===== src/rtl/pws_pkg.sv =====
`default_nettype none
package pws_pkg;
  localparam int unsigned CoordW = 32;
  localparam int unsigned OutW = 20;
  localparam int unsigned DimW = 14;
  localparam int unsigned CfgIdxW = 3;
  localparam int unsigned CfgDataW = 64;
  localparam int unsigned ClipW = 49;
  localparam int unsigned KW = 17;
  localparam int unsigned NumW = ClipW + KW;
  localparam int unsigned DivSteps = 6;
  localparam int unsigned DivBitsPerStage = 4;
  localparam int unsigned QuoBits = DivSteps * DivBitsPerStage;
  localparam int unsigned SumW = QuoBits + 3;
  localparam logic signed [ClipW-1:0] VisThreshold = ClipW'(656);
  localparam logic signed [OutW-1:0] OutMax = 20'sd524287;
  localparam logic signed [OutW-1:0] OutMin = -20'sd524288;
  localparam logic signed [SumW-1:0] SatMag = SumW'(1 << QuoBits);
  localparam logic [DimW-1:0] WidthReset = 14'd1920;
  localparam logic [DimW-1:0] HeightReset = 14'd1080;

  typedef enum logic [CfgIdxW-1:0] {
    RegCol0A = 3'd0,
    RegCol0B = 3'd1,
    RegCol1A = 3'd2,
    RegCol1B = 3'd3,
    RegCol3A = 3'd4,
    RegCol3B = 3'd5,
    RegWidth = 3'd6,
    RegHeight = 3'd7
  } cfg_reg_e;

  function automatic logic signed [ClipW-1:0] prod_floor(
    input logic signed [CoordW-1:0] a,
    input logic signed [CoordW-1:0] b
  );
    logic signed [2*CoordW-1:0] p;
    begin
      p = a * b;
      prod_floor = ClipW'(p >>> 16);
    end
  endfunction

  function automatic logic signed [OutW-1:0] sat_out(input logic signed [SumW-1:0] v);
    begin
      if (v > SumW'(OutMax)) sat_out = OutMax;
      else if (v < SumW'(OutMin)) sat_out = OutMin;
      else sat_out = OutW'(v);
    end
  endfunction
endpackage
`default_nettype wire


===== src/rtl/pws_div.sv =====
`default_nettype none
module pws_div (
  input  wire logic                          clk_i,
  input  wire logic                          en_i,
  input  wire logic [pws_pkg::NumW-1:0]      num_i,
  input  wire logic [pws_pkg::ClipW-1:0]     den_i,
  output logic [pws_pkg::QuoBits-1:0]        quo_o,
  output logic                               ovf_o,
  output logic                               rem_nz_o
);
  import pws_pkg::*;
  localparam int unsigned RemW = ClipW + 1;
  localparam int unsigned HiW = NumW - QuoBits;

  for (genvar s = 0; s < DivSteps; s++) begin : g_st
    logic [QuoBits-1:0] n_in, n_d, n_q;
    logic [ClipW-1:0] r_in, r_d, r_q;
    logic [ClipW-1:0] d_in, d_q;
    logic o_in, o_q;
    if (s == 0) begin : g_head
      logic [ClipW-1:0] hi;
      assign hi = {{(ClipW-HiW){1'b0}}, num_i[NumW-1:QuoBits]};
      assign n_in = num_i[QuoBits-1:0];
      assign r_in = hi;
      assign d_in = den_i;
      assign o_in = (hi >= den_i);
    end else begin : g_body
      assign n_in = g_st[s-1].n_q;
      assign r_in = g_st[s-1].r_q;
      assign d_in = g_st[s-1].d_q;
      assign o_in = g_st[s-1].o_q;
    end
    always_comb begin
      logic [RemW-1:0] t;
      t = '0;
      n_d = n_in;
      r_d = r_in;
      for (int b = 0; b < DivBitsPerStage; b++) begin
        t = {r_d, n_d[QuoBits-1]};
        n_d = {n_d[QuoBits-2:0], 1'b0};
        if (t >= {1'b0, d_in}) begin
          t = t - {1'b0, d_in};
          n_d[0] = 1'b1;
        end
        r_d = t[ClipW-1:0];
      end
    end
    always_ff @(posedge clk_i) begin
      if (en_i) begin
        n_q <= n_d;
        r_q <= r_d;
        d_q <= d_in;
        o_q <= o_in;
      end
    end
  end

  assign quo_o = g_st[DivSteps-1].n_q;
  assign ovf_o = g_st[DivSteps-1].o_q;
  assign rem_nz_o = (g_st[DivSteps-1].r_q != '0);
endmodule
`default_nettype wire

===== config.mk =====
export PLATFORM = sky130hd
export DESIGN_NAME = pws_div
export DESIGN_NICKNAME = d
export VERILOG_FILES = /design/src/rtl/pws_pkg.sv /design/src/rtl/pws_div.sv
export SDC_FILE = /design/constraint.sdc
export NUM_CORES = 2
export LEC_CHECK = 0
export BUFFER_PORTS_ARGS = -buffer_cell sky130_fd_sc_hd__buf_2
export CELL_PAD_IN_SITES_DETAIL_PLACEMENT = 1
export CELL_PAD_IN_SITES_GLOBAL_PLACEMENT = 1
export CORE_MARGIN = 1
export CORE_UTILIZATION = 46
export CTS_BUF_LIST = sky130_fd_sc_hd__clkbuf_2 sky130_fd_sc_hd__clkbuf_4 sky130_fd_sc_hd__clkbuf_8
export DETAILED_ROUTE_END_ITERATION = 10
export GPL_ROUTABILITY_DRIVEN = 0
export HOLD_SLACK_MARGIN = 0.08
export PLACE_DENSITY = 0.9
export SETUP_SLACK_MARGIN = 0.2
export SYNTH_ARGS = -nofsm -noshare
export SYNTH_HDL_FRONTEND = slang
export SYNTH_SLANG_ARGS = --single-unit

===== constraint.sdc =====
create_clock -name clk_i -period 15.2 [get_ports clk_i]
set_input_delay 2.28 -clock clk_i [delete_from_list [all_inputs] [get_ports clk_i]]
set_output_delay 2.28 -clock clk_i [all_outputs]
set_load 0.005 [all_outputs]

==> results by group, run 1 <==
Status
  • Status: aborted with a tool error
  • Stop stage: global routing
  • Stop Error: [ERROR GRT-0116] Global routing finished with congestion. Check the congestion regions in the DRC Viewer.

Die
  • Io pins: 143
  • Die Wd: 466 um
  • Die Height: 466 um
  • Initial core utilization: 0.465
  • FP Rows: 169

Synth
  • Synth Instances: 12.0k
  • Main flop type after synthesis: edfxtp_1
  • Yosys reg bits: 689
  • Syn Area/Cell: 8.22 um2
  • Post-Syn Nets: 13.4k
  • Share of the yosys chip area belonging to registers: 0.209
  • Cell variety after synth: 104
  • Number of flops mapped to enable cells by yosys: 689
  • Mapped Area: 0.0989 mm2
  • Synthesis Warnings: 0
  • Ys async rst share: 0

CTS
  • Num CTS Buffers: 140
  • Clock sink count: 689
  • CTS HTree Levels: 4
  • Root buffer cell: clkbuf_8
  • # hold bufs at CTS: 0
  • Max clock buf depth: 3

Global route
  • Overall Global Routing Usage: 0.471
  • Gr ovfl total: 20
  • Largest net degree at the start of global routing: 96
  • Vias in the first global route: 125k
  • First-pass GRT wire length: 785 mm

Placed design
  • # port buffers: 142
  • DP HPWL: 370 mm
==> cell families after synthesis <==
group / count (synthesis) / synth area share
flip-flops: 689 / 0.209
AO/OA/AOI/OAI: 4039 / 0.260
AND/OR/NAND/NOR: 3296 / 0.160
XOR/XNOR: 994 / 0.0880
buffers and inverters: 1045 / 0.0409
adder cells (fa/ha/maj): 1236 / 0.158
multiplexers: 736 / 0.0839
==> synthesized netlist by cell type, drive strengths merged, types with 186 or more instances <==
library cell,count,area share
a21o,637,0.048
a21oi,1294,0.066
clkbuf,280,0.011
edfxtp,689,0.21
ha,1212,0.15
inv,663,0.025
mux2,662,0.076
nand2,973,0.037
nand3,257,0.013
nand4,232,0.015
nor2,838,0.032
o21a,186,0.014
o21ai,780,0.039
xnor2,662,0.059
xor2,332,0.029
==> repair_timing <==
action                                  in CTS
endpoints found under the setup margin     299
resized for setup                           57
gates cloned                                 2
buffers inserted                            14
pin swaps                                    6
==> metal layers <==
metal  track usage  overflow
met4         0.493        12
met1         0.461         0
met3         0.252         0
met5        0.0479         0
met2         0.685         8
==> stage by stage <==
step                      cell area [um2]  cells  setup slack (ps)
after floorplan                     98900  12000               392
after CTS                          113000  15900               198
after detailed placement           110000  15600             -1080
after global placement             110000  15600              -441
==> run 2: changes to the inputs <==
- CELL_PAD_IN_SITES_DETAIL_PLACEMENT: 1 -> unset
- CELL_PAD_IN_SITES_GLOBAL_PLACEMENT: 1 -> unset
- CORE_UTILIZATION: 46 -> 40
- CTS_BUF_LIST: sky130_fd_sc_hd__clkbuf_2 sky130_fd_sc_hd__clkbuf_4 sky130_fd_sc_hd__clkbuf_8 -> unset
- HOLD_SLACK_MARGIN: 0.08 -> unset
- PLACE_DENSITY: 0.9 -> unset
- PLACE_DENSITY_LB_ADDON: unset -> 0.15
- SETUP_SLACK_MARGIN: 0.2 -> unset
- clock period: 15.2 -> 19.8 ns (I/O delays scaled with it)
==> run 2 against run 1 <==
  * The flow now finishes without violations
  * Area after synthesis unchanged
  * Synthesized cell count unchanged
==> results by group, run 2 <==
Global route
  • Gr ovfl total: 0
  • Largest net degree at the start of global routing: 107
  • Overall Global Routing Usage: 0.281
  • Initial antenna violation count: 15
  • Vias in the first global route: 91.1k
  • First-pass GRT wire length: 541 mm

Synth
  • Synth top area cells: edfxtp_1 21%, ha_1 15%, mux2_2 6.8%, a21oi_1 6.5%, xnor2_1 5.9%
  • Synth top cells by count: 1,292 x a21oi_1, 1,212 x ha_1, 972 x nand2_1
  • Simple-gate share of the synthesized area: 0.160 (unchanged)
  • Most instantiated library cell after synthesis: a21oi_1
  • Largest family of logic cells by synthesized area: compound AO/OA/AOI/OAI gates
  • Share of the yosys chip area belonging to registers: 0.209 (unchanged)
  • Cell variety after synth: 104 (unchanged)
  • Post-synth top area share: 0.209 (unchanged)
  • Largest area contributor in the netlist: edfxtp_1
  • Post-Syn Nets: 13.4k (unchanged)
  • Mapped Area: 0.0989 mm2 (unchanged)
  • Complex-gate fraction of the synthesized area: 0.260 (unchanged)
  • Synth Instances: 12.0k (unchanged)
  • Synth Area in XOR/XNOR: 0.0880 (unchanged)
  • Yosys reg bits: 689 (unchanged)
  • Syn Area/Cell: 8.22 um2 (unchanged)
  • Synthesis Warnings: 0 (unchanged)
  • Post-Synth Adder-Cell Area: 0.158 (unchanged)
  • Main flop type after synthesis: edfxtp_1
  • Post-synthesis mux area share: 0.0839 (unchanged)
  • Number of flops mapped to enable cells by yosys: 689 (unchanged)
  • Ys async rst share: 0 (unchanged)

Layout
  • Largest regs: g_st.r_q: 294 flops, g_st.d_q: 245 flops, g_st.n_q: 120 flops
  • Commonest cells after routing, fill and taps aside: 1,289 x a21oi_1, 1,212 x ha_1, 972 x nand2_1, 836 x nor2_1, 775 x o21ai_0
  • Fillcell total: 24.3k
  • Most common cell after layout, fill and taps aside: a21oi_1
  • Top reg by flops: g_st.r_q
  • Fraction of layout cells with a size suffix above 1: 0.0962
  • Fin util: 0.432
  • Area grow syn2layout: 7.30%
  • Nets: 13.3k
  • Max reg flops: 294

Setup path
  • R2R setup slack: 1080 ps
  • Crit path launch: g_st[0].d_q[1]$_DFFE_PP_
  • Slowest Stage Delay on Critical Path: 860 ps
  • Crit path required time: 20,290 ps
  • R2r endpoint: g_st[1].r_q[6]$_DFFE_PP_
  • Crit path kind: flop to flop
  • Number of cells on the worst reg-to-reg path: 56
  • Startpoint Class: flop
  • WP data arrival: 19,220 ps
  • Worst path slowest cell: nor4_1
  • CP endpoint kind: flop
  • Maximum fanout along the worst path: 50
  • Setup crit end: g_st[1].r_q[6]$_DFFE_PP_
  • R2R Path Start: g_st[0].d_q[1]$_DFFE_PP_

STA
  • Final setup skew: 50.5 ps
  • Final Max Tran Viols: 0
  • Final-report hold violation count: 0
  • Post-route minimum period: 18,720 ps
  • Slew @ Worst Pin: 1340 ps
  • Setup total negative slack: 0 ps
  • Slew margin rel.: 0.0990
  • RSZ-0062 raised after global routing: false
  • Fmax: 53.4 MHz
  • Final critical-path share of the clock period: 0.946
  • Final setup fails: 0

CTS
  • Post-CTS resize count: 0 (-100%)
  • CTS tree: yes
  • Clock-pin slew on the worst setup and hold paths: 60 ps
  • Num CTS Buffers: 92 (-34%)
  • Clk_lat worst skew: 790 ps
  • Max clock buf depth: 3 (unchanged)
  • # Post-CTS Setup Buffers: 0 (-14)
  • CTS HTree Levels: 3 (-1)
  • Clock sink count: 689 (unchanged)
  • # hold bufs at CTS: 0 (unchanged)
  • Root buffer cell: clkbuf_16

Route
  • Post-route ant nets: 0
  • Drt first pass iters: 9
  • # DRC: 0
  • Via Count: 93.6k
  • Wirelength per Cell: 24.0 um
  • Vias/cell: 6.12
  • Total Routed Length: 367 mm
  • Drt first-iter violations: 7,224

Die
  • FP Rows: 182 (+7.7%)
  • Io pins: 143 (unchanged)
  • Core Area: 0.246 mm2
  • Die Height: 499 um (+7.2%)
  • Die area: 0.249 mm2
  • Initial core utilization: 0.402 (-0.0624)
  • Die Wd: 499 um (+7.2%)

Min path
  • Tightest Hold Check Type: flop to flop
  • WHS Path Cells: 0

Placed design
  • DP HPWL: 305 mm (-17%)
  • # port buffers: 142 (unchanged)

Flow run
  • Max-cap viol count: 0

Status
  • Status: finished, final reports clean
## run 2: cell counts after synthesis
No cell type changed its count.
## run 2: final cells by class
class / count / area [um2] / area share
antenna: 6 / 15.0 / 0.000141
inverter: 664 / 2490 / 0.0235
timing repair buffer: 240 / 1510 / 0.0142
tap: 3220 / 4030 / 0.0379
clock inverter: 66 / 732 / 0.00689
sequential: 689 / 20700 / 0.195
clock buffer: 103 / 2360 / 0.0223
multi-input combinational: 10300 / 74300 / 0.700
## run 2: critical path: cells and delay by family, from the launching register on
family / cells / cell delay [ps]
compound gates: 28 / 7340
simple gates: 12 / 4020
buf+inv: 8 / 3020
fa+ha+maj: 4 / 1610
mux: 4 / 1590
flops: 1 / 620
## run 2: cells by family (layout without fill, tap and decap cells)
kind of cell / Yosys count / count (layout)
other cells: 0 / 6
xor+xnor: 994 / 994
mux: 736 / 736
flops: 689 / 689
simple gates: 3296 / 3296
fa+ha+maj: 1236 / 1236
compound gates: 4039 / 4039
buf+inv: 1045 / 1073
## run 2: worst min-delay path by stage
stage                                         from                   endpoint
after floorplan           g_st[0].n_q[6]$_DFFE_PP_  g_st[1].n_q[10]$_DFFE_PP_
after global placement    g_st[4].n_q[0]$_DFFE_PP_         quo_o[4]$_DFFE_PP_
after detailed placement  g_st[0].n_q[8]$_DFFE_PP_  g_st[1].n_q[12]$_DFFE_PP_
after CTS                 g_st[4].n_q[1]$_DFFE_PP_         quo_o[5]$_DFFE_PP_
after global routing      g_st[4].n_q[1]$_DFFE_PP_         quo_o[5]$_DFFE_PP_
final                     g_st[4].n_q[1]$_DFFE_PP_         quo_o[5]$_DFFE_PP_
## run 2: through the flow
stage	instance area [um2]	hold slack, ps	worst slack, ps	instances
finish	106000	413	1080	15300
detailed placement	103000	405	1540	15100
floorplan	98900	400	4300	12000
global placement	103000	403	1720	15100
global route	106000	417	384	15300
CTS	106000	413	1460	15300
## run 2: metal layers
layer,track usage,vias to the layer above,wire [um]
met5,0,-,33
met4,0.207,4,31100
met3,0.0266,996,17200
met2,0.505,3299,178000
met1,0.308,44400,140000
li1,-,44900,-
Power of run 2 is left out: the tool's default activity adds up to more than one toggle a clock period on the data nets, which glitch-free logic cannot reach.
